--- src/design/tac_pkg.sv ---
// shared types, constants and mode codes for the temperature alarm controller
// no dependencies; imported by every module of the block

package tac_pkg;

  localparam int TAC_ADC_BITS    = 10;
  localparam int TAC_QUEUE_DEPTH = 2;

  localparam int TAC_TEMP_W  = 12;
  localparam int TAC_DIGIT_W = 4;
  localparam int TAC_MODE_W  = 3;
  localparam int TAC_SHOWN_W = 10;

  localparam logic [TAC_TEMP_W-1:0] TAC_THRESHOLD_RST = 12'd800;
  localparam logic [TAC_TEMP_W-1:0] TAC_DISPLAY_MAX   = 12'd999;

  // millivolts: adc * 3.1672, multiplier rounded up so the floor is exact for 16-bit samples
  localparam int TAC_MV_MULT  = 425094389;
  localparam int TAC_MV_SHIFT = 27;

  // tenths = floor((TAC_N_BIAS - 144*mv) / 49), negative numerator clamps to zero
  localparam int TAC_N_W      = 18;
  localparam int TAC_N_BIAS   = 166502;
  localparam int TAC_Q_MULT   = 684785;
  localparam int TAC_Q_MULT_W = 20;
  localparam int TAC_Q_SHIFT  = 25;

  localparam logic [TAC_MODE_W-1:0] TAC_MODE_START    = 3'd0;
  localparam logic [TAC_MODE_W-1:0] TAC_MODE_DISARMED = 3'd1;
  localparam logic [TAC_MODE_W-1:0] TAC_MODE_WAIT1    = 3'd2;
  localparam logic [TAC_MODE_W-1:0] TAC_MODE_ARMED    = 3'd3;
  localparam logic [TAC_MODE_W-1:0] TAC_MODE_ALARM    = 3'd4;
  localparam logic [TAC_MODE_W-1:0] TAC_MODE_WAIT2    = 3'd5;

  // converted request handed from the front end to the back end
  typedef struct packed {
    logic [TAC_TEMP_W-1:0] temp;
    logic                  released;
  } tac_item_t;

endpackage

--- src/design/tac_front.sv ---
// front end: takes a sample request and converts it to tenths of a degree F
// depends on tac_pkg; feeds tac_queue

module tac_front import tac_pkg::*; #(
  parameter int ADC_BITS = TAC_ADC_BITS
) (
  input  logic                clk,
  input  logic                rst_n,
  input  logic                in_valid,
  output logic                in_stall,
  input  logic [ADC_BITS-1:0] in_adc_sample,
  input  logic                in_button_level,
  output logic                push_valid,
  input  logic                push_ready,
  output tac_item_t           push_item
);

  localparam int MV_W   = ADC_BITS + 2;
  localparam int MVP_W  = ADC_BITS + TAC_MV_SHIFT + 2;
  localparam int M144_W = MV_W + 8;
  localparam int QP_W   = TAC_N_W + TAC_Q_MULT_W;

  logic [2:0]            stg_v_r, stg_v_nxt;
  logic [ADC_BITS-1:0]   adc_r;
  logic                  rel_r;
  logic [MV_W-1:0]       mv_r;
  logic [TAC_N_W-1:0]    n_r;
  logic                  neg_r;

  logic                  accept;
  logic [MVP_W-1:0]      mv_prod;
  logic [M144_W-1:0]     mv144;
  logic [QP_W-1:0]       q_prod;
  logic [TAC_TEMP_W-1:0] temp;

  // one request in flight: stalled from accept until its push
  assign in_stall = |stg_v_r;
  assign accept   = in_valid & ~in_stall;

  always_comb begin
    stg_v_nxt[0] = accept;
    stg_v_nxt[1] = stg_v_r[0];
    stg_v_nxt[2] = stg_v_r[1] | (stg_v_r[2] & ~push_ready);
  end

  always_comb begin
    mv_prod = MVP_W'(adc_r) * MVP_W'(TAC_MV_MULT);
    mv144   = (M144_W'(mv_r) << 7) + (M144_W'(mv_r) << 4);
    q_prod  = QP_W'(n_r) * QP_W'(TAC_Q_MULT);
    temp    = neg_r ? '0 : q_prod[TAC_Q_SHIFT +: TAC_TEMP_W];
  end

  always_ff @(posedge clk) begin
    if (!rst_n) begin
      stg_v_r <= '0;
    end else begin
      stg_v_r <= stg_v_nxt;
    end
  end

  always_ff @(posedge clk) begin
    if (accept) begin
      adc_r <= in_adc_sample;
      rel_r <= in_button_level;
    end
    if (stg_v_r[0]) begin
      mv_r <= mv_prod[TAC_MV_SHIFT +: MV_W];
    end
    if (stg_v_r[1]) begin
      neg_r <= mv144 > M144_W'(TAC_N_BIAS);
      n_r   <= TAC_N_W'(TAC_N_BIAS) - mv144[TAC_N_W-1:0];
    end
  end

  assign push_valid         = stg_v_r[2];
  assign push_item.temp     = temp;
  assign push_item.released = rel_r;

endmodule

--- src/design/tac_queue.sv ---
// small fifo between the front and back ends
// depends on tac_pkg only for the default depth; generic width and depth (depth >= 2)

module tac_queue import tac_pkg::*; #(
  parameter int WIDTH = 13,
  parameter int DEPTH = TAC_QUEUE_DEPTH
) (
  input  logic             clk,
  input  logic             rst_n,
  input  logic             push_valid,
  output logic             push_ready,
  input  logic [WIDTH-1:0] push_data,
  output logic             pop_valid,
  input  logic             pop_ready,
  output logic [WIDTH-1:0] pop_data
);

  localparam int PTR_W = $clog2(DEPTH);
  localparam int CNT_W = $clog2(DEPTH + 1);

  logic [WIDTH-1:0] mem_r [DEPTH];
  logic [PTR_W-1:0] wr_ptr_r, wr_ptr_nxt;
  logic [PTR_W-1:0] rd_ptr_r, rd_ptr_nxt;
  logic [CNT_W-1:0] cnt_r, cnt_nxt;
  logic             do_push, do_pop;

  assign push_ready = cnt_r != CNT_W'(DEPTH);
  assign pop_valid  = cnt_r != '0;
  assign pop_data   = mem_r[rd_ptr_r];
  assign do_push    = push_valid & push_ready;
  assign do_pop     = pop_valid & pop_ready;

  always_comb begin
    wr_ptr_nxt = wr_ptr_r;
    rd_ptr_nxt = rd_ptr_r;
    cnt_nxt    = cnt_r;
    if (do_push) begin
      wr_ptr_nxt = (wr_ptr_r == PTR_W'(DEPTH - 1)) ? '0 : wr_ptr_r + 1'b1;
    end
    if (do_pop) begin
      rd_ptr_nxt = (rd_ptr_r == PTR_W'(DEPTH - 1)) ? '0 : rd_ptr_r + 1'b1;
    end
    if (do_push && !do_pop) begin
      cnt_nxt = cnt_r + 1'b1;
    end else if (do_pop && !do_push) begin
      cnt_nxt = cnt_r - 1'b1;
    end
  end

  always_ff @(posedge clk) begin
    if (!rst_n) begin
      wr_ptr_r <= '0;
      rd_ptr_r <= '0;
      cnt_r    <= '0;
    end else begin
      wr_ptr_r <= wr_ptr_nxt;
      rd_ptr_r <= rd_ptr_nxt;
      cnt_r    <= cnt_nxt;
    end
  end

  always_ff @(posedge clk) begin
    if (do_push) begin
      mem_r[wr_ptr_r] <= push_data;
    end
  end

endmodule

--- src/design/tac_back.sv ---
// back end: arm/alarm state machine, display saturation and bcd split
// depends on tac_pkg; drains tac_queue and drives the result channel

module tac_back import tac_pkg::*; (
  input  logic                   clk,
  input  logic                   rst_n,
  input  logic [TAC_TEMP_W-1:0]  threshold,
  input  logic                   pop_valid,
  output logic                   pop_ready,
  input  tac_item_t              pop_item,
  output logic                   out_valid,
  input  logic                   out_stall,
  output logic [TAC_MODE_W-1:0]  out_mode,
  output logic                   out_alarm_pin,
  output logic                   out_display_valid,
  output logic [TAC_TEMP_W-1:0]  out_temp_tenths,
  output logic [TAC_DIGIT_W-1:0] out_tens_digit,
  output logic [TAC_DIGIT_W-1:0] out_ones_digit,
  output logic [TAC_DIGIT_W-1:0] out_tenths_digit
);

  typedef enum logic [5:0] {
    ST_START    = 6'b000001,
    ST_DISARMED = 6'b000010,
    ST_WAIT1    = 6'b000100,
    ST_ARMED    = 6'b001000,
    ST_ALARM    = 6'b010000,
    ST_WAIT2    = 6'b100000
  } tac_state_t;

  tac_state_t st_r, st_nxt;

  logic b1_v_r, b1_v_nxt;
  logic b2_v_r, b2_v_nxt;
  logic out_v_r, out_v_nxt;
  logic out_free, b2_free, b1_free;
  logic load_b1, load_b2, load_out;

  logic [TAC_MODE_W-1:0]  mode_nxt;
  logic                   alarm_nxt, disp_nxt;
  logic [TAC_SHOWN_W-1:0] shown;
  logic [15:0]            h_prod;
  logic [TAC_SHOWN_W-1:0] rem_full;
  logic [14:0]            d_prod;
  logic [6:0]             d_times10;

  // stage 1 registers
  logic [TAC_MODE_W-1:0]  b1_mode_r;
  logic                   b1_alarm_r, b1_disp_r;
  logic [TAC_TEMP_W-1:0]  b1_temp_r;
  logic [TAC_SHOWN_W-1:0] b1_shown_r;
  logic [TAC_DIGIT_W-1:0] b1_hund_r;
  // stage 2 registers
  logic [TAC_MODE_W-1:0]  b2_mode_r;
  logic                   b2_alarm_r, b2_disp_r;
  logic [TAC_TEMP_W-1:0]  b2_temp_r;
  logic [TAC_DIGIT_W-1:0] b2_hund_r;
  logic [6:0]             b2_rem_r;

  assign out_free = ~out_v_r | ~out_stall;
  assign b2_free  = ~b2_v_r | out_free;
  assign b1_free  = ~b1_v_r | b2_free;
  assign load_out = b2_v_r & out_free;
  assign load_b2  = b1_v_r & b2_free;
  assign load_b1  = pop_valid & b1_free;
  assign pop_ready = b1_free;

  always_comb begin
    b1_v_nxt  = load_b1 | (b1_v_r & ~b2_free);
    b2_v_nxt  = load_b2 | (b2_v_r & ~out_free);
    out_v_nxt = load_out | (out_v_r & out_stall);
  end

  always_comb begin
    case (st_r)
      ST_DISARMED: st_nxt = pop_item.released ? ST_DISARMED : ST_WAIT1;
      ST_WAIT1:    st_nxt = pop_item.released ? ST_ARMED : ST_WAIT1;
      ST_ARMED:    st_nxt = (pop_item.temp >= threshold) ? ST_ALARM : ST_ARMED;
      ST_ALARM:    st_nxt = pop_item.released ? ST_ALARM : ST_WAIT2;
      ST_WAIT2:    st_nxt = pop_item.released ? ST_DISARMED : ST_WAIT2;
      default:     st_nxt = ST_DISARMED;
    endcase
  end

  always_comb begin
    case (st_nxt)
      ST_DISARMED: mode_nxt = TAC_MODE_DISARMED;
      ST_WAIT1:    mode_nxt = TAC_MODE_WAIT1;
      ST_ARMED:    mode_nxt = TAC_MODE_ARMED;
      ST_ALARM:    mode_nxt = TAC_MODE_ALARM;
      ST_WAIT2:    mode_nxt = TAC_MODE_WAIT2;
      default:     mode_nxt = TAC_MODE_START;
    endcase
    alarm_nxt = (st_nxt == ST_ALARM) | (st_nxt == ST_WAIT2);
    disp_nxt  = (st_nxt == ST_DISARMED) | (st_nxt == ST_ARMED) | (st_nxt == ST_ALARM);
  end

  // hundreds = x*41 >> 12, tens = r*205 >> 11, both exact over their ranges
  always_comb begin
    shown     = (pop_item.temp > TAC_DISPLAY_MAX) ? TAC_DISPLAY_MAX[TAC_SHOWN_W-1:0]
                                                  : pop_item.temp[TAC_SHOWN_W-1:0];
    h_prod    = 16'(shown) * 16'd41;
    rem_full  = b1_shown_r - TAC_SHOWN_W'(b1_hund_r) * 10'd100;
    d_prod    = 15'(b2_rem_r) * 15'd205;
    d_times10 = 7'(d_prod[14:11]) * 7'd10;
  end

  always_ff @(posedge clk) begin
    if (!rst_n) begin
      st_r    <= ST_START;
      b1_v_r  <= 1'b0;
      b2_v_r  <= 1'b0;
      out_v_r <= 1'b0;
    end else begin
      if (load_b1) begin
        st_r <= st_nxt;
      end
      b1_v_r  <= b1_v_nxt;
      b2_v_r  <= b2_v_nxt;
      out_v_r <= out_v_nxt;
    end
  end

  always_ff @(posedge clk) begin
    if (load_b1) begin
      b1_mode_r  <= mode_nxt;
      b1_alarm_r <= alarm_nxt;
      b1_disp_r  <= disp_nxt;
      b1_temp_r  <= pop_item.temp;
      b1_shown_r <= shown;
      b1_hund_r  <= h_prod[15:12];
    end
    if (load_b2) begin
      b2_mode_r  <= b1_mode_r;
      b2_alarm_r <= b1_alarm_r;
      b2_disp_r  <= b1_disp_r;
      b2_temp_r  <= b1_temp_r;
      b2_hund_r  <= b1_hund_r;
      b2_rem_r   <= rem_full[6:0];
    end
    if (load_out) begin
      out_mode          <= b2_mode_r;
      out_alarm_pin     <= b2_alarm_r;
      out_display_valid <= b2_disp_r;
      out_temp_tenths   <= b2_temp_r;
      out_tens_digit    <= b2_hund_r;
      out_ones_digit    <= d_prod[14:11];
      out_tenths_digit  <= 4'(b2_rem_r - d_times10);
    end
  end

  assign out_valid = out_v_r;

endmodule

--- src/design/temperature_alarm_controller_core.sv ---
// Temperature alarm controller. Each input request carries one ADC sample and
// the active-low button level; each yields exactly one result request with the
// new mode, alarm pin, display-valid flag, temperature in tenths of deg F and
// three BCD display digits (display saturated to 99.9).
// Channels: in_* and out_* use valid/stall, a request moves on an edge with
// valid high and stall low. cfg_* writes the alarm threshold (valid/ready,
// ready always high); write it only while no request is in flight.
// The front end takes a new request only once the last one has been pushed: its
// three-step conversion (millivolt multiply, numerator, divide-by-49 multiply)
// holds one request at a time. The back end is a 3-stage pipeline behind a
// 2-entry queue.
// Reset (rst_n low, synchronous): mode returns to start, queue and pipeline
// empty, threshold 80.0 deg F.
// A stalled result holds in the output register; the queue then fills and the
// front end raises in_stall until space frees up.
// Depends on tac_pkg, tac_front, tac_queue, tac_back.

module temperature_alarm_controller_core import tac_pkg::*; #(
  parameter int ADC_BITS    = TAC_ADC_BITS,
  parameter int QUEUE_DEPTH = TAC_QUEUE_DEPTH
) (
  input  logic                   clk,
  input  logic                   rst_n,
  input  logic                   in_valid,
  output logic                   in_stall,
  input  logic [ADC_BITS-1:0]    in_adc_sample,
  input  logic                   in_button_level,
  output logic                   out_valid,
  input  logic                   out_stall,
  output logic [TAC_MODE_W-1:0]  out_mode,
  output logic                   out_alarm_pin,
  output logic                   out_display_valid,
  output logic [TAC_TEMP_W-1:0]  out_temp_tenths,
  output logic [TAC_DIGIT_W-1:0] out_tens_digit,
  output logic [TAC_DIGIT_W-1:0] out_ones_digit,
  output logic [TAC_DIGIT_W-1:0] out_tenths_digit,
  input  logic                   cfg_valid,
  output logic                   cfg_ready,
  input  logic [TAC_TEMP_W-1:0]  cfg_alarm_threshold_tenths
);

  localparam int ITEM_W = $bits(tac_item_t);

  logic [TAC_TEMP_W-1:0] threshold_r;
  logic                  push_valid, push_ready;
  tac_item_t             push_item;
  logic                  pop_valid, pop_ready;
  tac_item_t             pop_item;

  assign cfg_ready = 1'b1;

  always_ff @(posedge clk) begin
    if (!rst_n) begin
      threshold_r <= TAC_THRESHOLD_RST;
    end else if (cfg_valid && cfg_ready) begin
      threshold_r <= cfg_alarm_threshold_tenths;
    end
  end

  tac_front #(
    .ADC_BITS (ADC_BITS)
  ) u_front (
    .clk             (clk),
    .rst_n           (rst_n),
    .in_valid        (in_valid),
    .in_stall        (in_stall),
    .in_adc_sample   (in_adc_sample),
    .in_button_level (in_button_level),
    .push_valid      (push_valid),
    .push_ready      (push_ready),
    .push_item       (push_item)
  );

  tac_queue #(
    .WIDTH (ITEM_W),
    .DEPTH (QUEUE_DEPTH)
  ) u_queue (
    .clk        (clk),
    .rst_n      (rst_n),
    .push_valid (push_valid),
    .push_ready (push_ready),
    .push_data  (push_item),
    .pop_valid  (pop_valid),
    .pop_ready  (pop_ready),
    .pop_data   (pop_item)
  );

  tac_back u_back (
    .clk               (clk),
    .rst_n             (rst_n),
    .threshold         (threshold_r),
    .pop_valid         (pop_valid),
    .pop_ready         (pop_ready),
    .pop_item          (pop_item),
    .out_valid         (out_valid),
    .out_stall         (out_stall),
    .out_mode          (out_mode),
    .out_alarm_pin     (out_alarm_pin),
    .out_display_valid (out_display_valid),
    .out_temp_tenths   (out_temp_tenths),
    .out_tens_digit    (out_tens_digit),
    .out_ones_digit    (out_ones_digit),
    .out_tenths_digit  (out_tenths_digit)
  );

  // alarm pin follows the reported mode
  a_alarm_mode: assert property (@(posedge clk) disable iff (!rst_n)
    out_valid |-> (out_alarm_pin == ((out_mode == TAC_MODE_ALARM) ||
                                     (out_mode == TAC_MODE_WAIT2))))
    else $error("alarm pin disagrees with mode");

  // digits recompose the temperature whenever it is at or below the display limit
  a_digits_value: assert property (@(posedge clk) disable iff (!rst_n)
    (out_valid && (out_temp_tenths <= TAC_DISPLAY_MAX)) |->
      ((TAC_TEMP_W'(out_tens_digit) * 12'd100 + TAC_TEMP_W'(out_ones_digit) * 12'd10 +
        TAC_TEMP_W'(out_tenths_digit)) == out_temp_tenths))
    else $error("bcd digits do not match temperature");

  // display saturates at 99.9 for hot readings
  a_digits_sat: assert property (@(posedge clk) disable iff (!rst_n)
    (out_valid && (out_temp_tenths > TAC_DISPLAY_MAX)) |->
      ((out_tens_digit == 4'd9) && (out_ones_digit == 4'd9) && (out_tenths_digit == 4'd9)))
    else $error("display not saturated");

  // the front end never offers a request the queue cannot take without holding it
  a_push_hold: assert property (@(posedge clk) disable iff (!rst_n)
    (push_valid && !push_ready) |=> (push_valid && $stable(push_item)))
    else $error("front end dropped a blocked request");

endmodule

--- config.mk ---
export PLATFORM = sky130hd
export DESIGN_NAME = temperature_alarm_controller_core
export DESIGN_NICKNAME = d
export VERILOG_FILES = /design/src/design/tac_pkg.sv /design/src/design/tac_front.sv /design/src/design/tac_queue.sv /design/src/design/tac_back.sv /design/src/design/temperature_alarm_controller_core.sv
export SDC_FILE = /design/constraint.sdc
export NUM_CORES = 1
export LEC_CHECK = 0
export BUFFER_PORTS_ARGS = -buffer_cell sky130_fd_sc_hd__buf_2
export CAP_MARGIN = 20
export CORE_UTILIZATION = 53
export CTS_BUF_LIST = sky130_fd_sc_hd__clkbuf_16
export DETAILED_ROUTE_END_ITERATION = 10
export MAX_ROUTING_LAYER = met4
export PLACE_DENSITY = 0.78
export SLEW_MARGIN = 15
export SYNTH_ARGS = -nofsm -noshare
export SYNTH_HDL_FRONTEND = slang
export SYNTH_SLANG_ARGS = --single-unit
--- constraint.sdc ---
create_clock -name clk -period 12.97 [get_ports clk]
set_input_delay 1.297 -clock clk [delete_from_list [all_inputs] [get_ports clk]]
set_output_delay 1.297 -clock clk [all_outputs]
set_load 0.02 [all_outputs]
==> reports/results.txt, run 1 <==
Area growth syn-to-layout: 7.85%
Vias: 11100
main combinational cell family by area after synthesis: adder cells
I/O pins: 60
n_diodes: 0
minimum clock period: 6.19 ns
Detail Route Antenna Nets: 0
Core ar.: 32600 sq um
post-synthesis register bit count: 178
Initial Util: 0.540
Hold Path Class: flop to flop
startpoint types: flop
Final Skew: 0.0219 ns
initial antenna violation count: 0
CTS Buf Count: 17
clk root buf: clkbuf_16
synthesized net count: 2126
post-synthesis simple-gate area fraction: 0.0606
Post-Synthesis Cells: 1569
first-pass GRT wire length: 59.6 mm
CP max FO: 10
EDFF count, synth: 149
Site Rows: 66
Compound-Gate Fraction of Synth Area: 0.0650
Setup Viol. Count Final: 0
Placer Congestion: 0.977
status: finished clean
share of layout cells above drive strength 1: 0.0710
total track usage: 0.232
clock buffer depth: 2
worst slew pin tran: 0.898 ns
CTS tree: built
routed len/inst: 16.8 um
final worst path period share: 0.477
Setup crit end kind: flop
vias in the first global route: 12100
clk slew on worst S/H paths: 0.07 ns
Data required, critical path: 13.13 ns
Synth async-reset ratio: 0
mux contribution to synthesized area: 0.0137
Setup Fix Bufs, Post-CTS: 0
MaxCap Viol Count: 0
largest net degree at the start of global routing: 36
# DRC: 0
Iteration-0 DRC Markers: 456
crit path kind: flop to flop
Synthesis Warnings: 0
Die Span X: 184 um
Adder-Cell Fraction of Synth Area: 0.457
drt via density: 5.29
hold_buf cts: 0
placed wire-length estimate: 29.6 mm
port bufs: 58
Hold Vio Cnt, Final: 0
total wire length: 35.1 mm
number of nets in the layout: 2192
CTS H-tree lvls: 4
number of gates resized after cts: 0
mapped cell area: 17600 sq um
RSZ-0062 raised after global routing: false
ys flop type: edfxtp_1
setup TNS: 0 ns
Pre-Repair DR Iteration Count: 5
clk sinks: 178
sequential fraction of the synthesis area: 0.287
die area: 34000 sq um
slew margin rel.: 0.386
Worst EP arrival: 6.35 ns
syn avg cell area: 11.2 sq um
gr ovfl total: 0
DIE HEIGHT: 184 um
Synth cell types: 65
Slew Limit Fails: 0
Post-Synth XOR/XNOR Area: 0.0343
clock insertion delay at the later pin of the skew report: 0.44 ns
Fmax: 162 MHz
-- cells in the mapped netlist (all sizes together) (3+ instances only) --
cell	instances	area, sq um
inv	372	1400
ha	339	4240
fa	190	3800
edfxtp	149	4470
nor2	62	233
a21oi	47	239
xnor2	47	412
nand2	34	128
o21ai	32	160
dfxtp	29	581
xor2	22	193
a21o	20	150
nor3	18	90.1
nand3	17	85.1
nand2b	15	93.8
nor2b	15	93.8
mux2i	14	140
o21a	13	97.6
clkbuf	10	37.5
or2	10	62.6
a211oi	9	67.6
mux2	9	101
nand4	9	56.3
o211ai	8	60.1
o31ai	8	60.1
a21boi	7	52.6
and3	6	37.5
or3	6	42.5
and2	5	31.3
a2111oi	4	35.0
a31oi	4	40.0
nand3b	4	30.0
buf	3	17.5
nand4b	3	26.3
nor4	3	25.0
-- cell families (layout without fill, tap and decap cells) --
kind of cell	Yosys count	count (layout)
AO/OA/AOI/OAI	172	172
XOR/XNOR	69	69
adder cells (fa/ha/maj)	529	529
buffers and inverters	386	465
flip-flops	178	178
multiplexers	23	23
other	1	1
AND/OR/NAND/NOR	211	211
-- per-stage QoR --
| stage | util | instance area (sq um) | instances | worst slack [ns] | hold slack [ns] |
|---|---|---|---|---|---|
| after floorplan | - | 17600 | 1569 | 7.18 | 0.400 |
| after global placement | 0.565 | 18400 | 2058 | 6.92 | 0.401 |
| after detailed placement | 0.565 | 18400 | 2058 | 6.79 | 0.405 |
| after CTS | 0.582 | 19000 | 2090 | 6.78 | 0.421 |
| after global routing | 0.582 | 19000 | 2090 | 6.55 | 0.425 |
| final | 0.582 | 19000 | 2090 | 6.78 | 0.420 |
-- registers in the layout, summed over array words and instances (netlist names), 2 cells and up, named ones only --
| name | count |
|---|---|
| threshold_r | 12 |
| u_back.b1_hund_r | 4 |
| u_back.b1_mode_r | 3 |
| u_back.b1_shown_r | 7 |
| u_back.b1_temp_r | 12 |
| u_back.b2_hund_r | 4 |
| u_back.b2_mode_r | 3 |
| u_back.b2_rem_r | 7 |
| u_back.b2_temp_r | 12 |
| u_back.out_mode | 3 |
| u_back.out_ones_digit | 4 |
| u_back.out_temp_tenths | 12 |
| u_back.out_tens_digit | 4 |
| u_back.out_tenths_digit | 4 |
| u_back.st_r | 6 |
| u_front.adc_r | 10 |
| u_front.mv_r | 12 |
| u_front.n_r | 14 |
| u_front.stg_v_r | 3 |
| u_queue.cnt_r | 2 |
| u_queue.mem_r | 26 |
-- routing by layer --
layer  share of wire  wire length [um]  global-route usage
met5               0                 0                   -
met2            0.53             18700               0.419
met3           0.035              1220              0.0338
met4           0.023               817              0.0700
met1            0.41             14400               0.265
-- critical path, stage by stage, from the launching register on --
cell,delay (ns)
edfxtp_1,0.59
fa_1,0.64
inv_1,0.10
fa_1,0.44
fa_1,0.53
inv_1,0.06
fa_1,0.50
fa_1,0.55
inv_1,0.06
fa_1,0.53
inv_1,0.04
ha_1,0.32
a21oi_1,0.14
o22ai_1,0.14
o311a_1,0.33
o21ai_1,0.26
a31oi_4,0.17
o31ai_1,0.26
xor2_1,0.16
nor2_1,0.07
-- final timing paths --
kind                                       from                             end  slack, ns  cells after the start
hold reg to reg   u_back.b1_mode_r[2]$_DFFE_PP_   u_back.b2_mode_r[2]$_DFFE_PP_       0.42                      0
hold / removal    u_back.b1_mode_r[2]$_DFFE_PP_   u_back.b2_mode_r[2]$_DFFE_PP_       0.42                      0
setup / recovery      u_front.n_r[16]$_DFFE_PP_  u_queue.mem_r[1][11]$_DFFE_PP_       6.78                     19
setup reg to reg      u_front.n_r[16]$_DFFE_PP_  u_queue.mem_r[1][11]$_DFFE_PP_       6.78                     19
-- final cells by class --
class | count | area, sq um
inverter | 373 | 1400
clock inverter | 15 | 145
clock buffer | 17 | 425
sequential | 178 | 5050
timing repair buffer | 60 | 305
tap | 442 | 553
multi-input combinational | 1005 | 11100
fill | 2669 | 13600
-- placed cells by master, fill, tap and decap left out, drive strengths merged, types with 10 or more instances in the layout --
master  count
inv       379
ha        339
fa        190
edfxtp    149
nor2       62
buf        60
xnor2      47
a21oi      47
nand2      34
o21ai      32
dfxtp      29
xor2       22
a21o       20
nor3       18
nand3      17
clkbuf     17
nand2b     15
nor2b      15
mux2i      14
o21a       13
or2        10
Power of run 1 is left out: the tool's default activity adds up to more than one toggle a clock period on the data nets, which glitch-free logic cannot reach.
==> inputs of run 2 (changes only) <==
- clock period: 12.97 -> 5.8 ns (I/O delays scaled with it)
==> run 2 against run 1 <==
  * Clock skew decreased by 0.010 ns
  * Die area unchanged
  * Sequential share of layout area decreased by 0.81 points
  * Non-clock buffer count increased by 58
  * Critical path type unchanged
  * Critical endpoint is now u_queue.mem_r[0][12]$_DFFE_PP_
  * Largest cell class unchanged
==> reports/results.txt, run 2 (same netlist as run 1, synthesis figures left out) <==
setup TNS: 0 ns
MaxCap Viol Count: 0
Iteration-0 DRC Markers: 424
total track usage: 0.234
initial antenna violation count: 0
largest net degree at the start of global routing: 36
most frequent cells in the layout: inv_1, ha_1, fa_1
CTS H-tree lvls: 4
worst-path cell chain: fa_1, inv_2, fa_2, fa_1, inv_2, fa_2, fa_1, inv_2, fa_1, inv_2, ha_4, a21oi_2, o22ai_2, o311a_1, o21ai_2, a31oi_4, nor4_2, or3_1, a21oi_2
Hold Vio Cnt, Final: 0
cell area after layout: 19600 sq um
minimum clock period: 5.74 ns
Worst path slowest cell: fa_1
Site Rows: 66
Final Skew: 0.0118 ns
Hold Path Class: input port to flop
pre-CTS setup slack: -0.110 ns
placed wire-length estimate: 30.4 mm
most common cell after layout, fill and taps aside: inv_1
Initial Util: 0.540
fin cells: 2148
# DRC: 0
number of nets in the layout: 2250
share of layout cells above drive strength 1: 0.120
final worst path period share: 0.989
Placer Congestion: 0.949
gr ovfl total: 0
DIE HEIGHT: 184 um
DP Area: 18700 sq um
status: finished clean
slew margin rel.: 0.384
CTS tree: built
startpoint types: flop
clock buffer depth: 2
Setup crit end kind: flop
hold_buf cts: 0
Largest register FFs: 26
clock insertion delay at the later pin of the skew report: 0.43 ns
die area: 34000 sq um
Slew Limit Fails: 0
clk sinks: 178
CTS Buf Count: 17
dpl cells: 2096
Die Span X: 184 um
I/O pins: 60
Top Registers: u_queue.mem_r (26), u_front.n_r (14)
Fmax: 174 MHz
n_diodes: 0
Pre-Repair DR Iteration Count: 5
drt via density: 5.27
total wire length: 36.1 mm
Core ar.: 32600 sq um
clk root buf: clkbuf_16
port bufs: 58
worst slew pin tran: 0.900 ns
Most flops, register: u_queue.mem_r
vias in the first global route: 12400
Worst EP arrival: 5.90 ns
CP max FO: 4
Area growth syn-to-layout: 11.3%
crit path kind: flop to flop
Setup Viol. Count Final: 0
first-pass GRT wire length: 59.8 mm
Vias: 11300
RSZ-0062 raised after global routing: true
Data required, critical path: 5.96 ns
clk slew on worst S/H paths: 0.07 ns
slowest stage delay, CP: 0.62 ns
final setup margin: 0.0638 ns
routed len/inst: 16.8 um
Detail Route Antenna Nets: 0
==> run 2: final timing paths <==
path | startpoint | endpoint | slack (ns) | depth (start not counted)
min reg2reg | u_back.b1_shown_r[1]$_DFFE_PP_ | u_back.b2_rem_r[1]$_DFFE_PP_ | 0.41 | 0
max reg2reg | u_front.n_r[17]$_DFFE_PP_ | u_queue.mem_r[0][12]$_DFFE_PP_ | 0.06 | 19
max | u_front.n_r[17]$_DFFE_PP_ | u_queue.mem_r[0][12]$_DFFE_PP_ | 0.06 | 19
min | in_adc_sample[9] | u_front.adc_r[9]$_DFFE_PP_ | 0.32 | 1
==> run 2: critical path, delay by kind of cell (launching register included) <==
kind | cells | cell delay, ns
adder cells (fa/ha/maj) | 7 | 3.24
AO/OA/AOI/OAI | 6 | 1.08
AND/OR/NAND/NOR | 2 | 0.46
flip-flops | 1 | 0.43
buffers and inverters | 4 | 0.27
==> run 2: area by class of cell <==
class | instances | area (sq um)
flip-flops and latches | 178 | 5050
fillers | 2528 | 13000
inverters | 373 | 1400
clock inverters | 15 | 170
clock buffers | 17 | 425
repair buffers | 118 | 748
well taps | 442 | 553
multi-input cells | 1005 | 11200
==> run 2: timing repair <==
item	CTS	global route
gates resized for setup	3	31
pin swaps	5	31
endpoints found under the setup margin	8	23
buffers inserted	0	20
==> run 2: through the flow <==
| stage | util | hold WS, ns |
|---|---|---|
| 4_1_cts | 0.592 | 0.306 |
| 3_5_place_dp | 0.574 | 0.405 |
| 6_report | 0.601 | 0.321 |
| 5_1_grt | 0.601 | 0.302 |
| 3_3_place_gp | 0.574 | 0.402 |
| 2_1_floorplan | - | 0.400 |
==> run 2: routing by layer <==
layer,part of all wire,GRT usage,vias to the layer above
met5,0,-,-
met4,0.028,0.0700,0
met3,0.032,0.0352,69
met2,0.54,0.434,222
met1,0.40,0.256,5589
li1,-,-,5445
Power of run 2 is left out for the same reason.
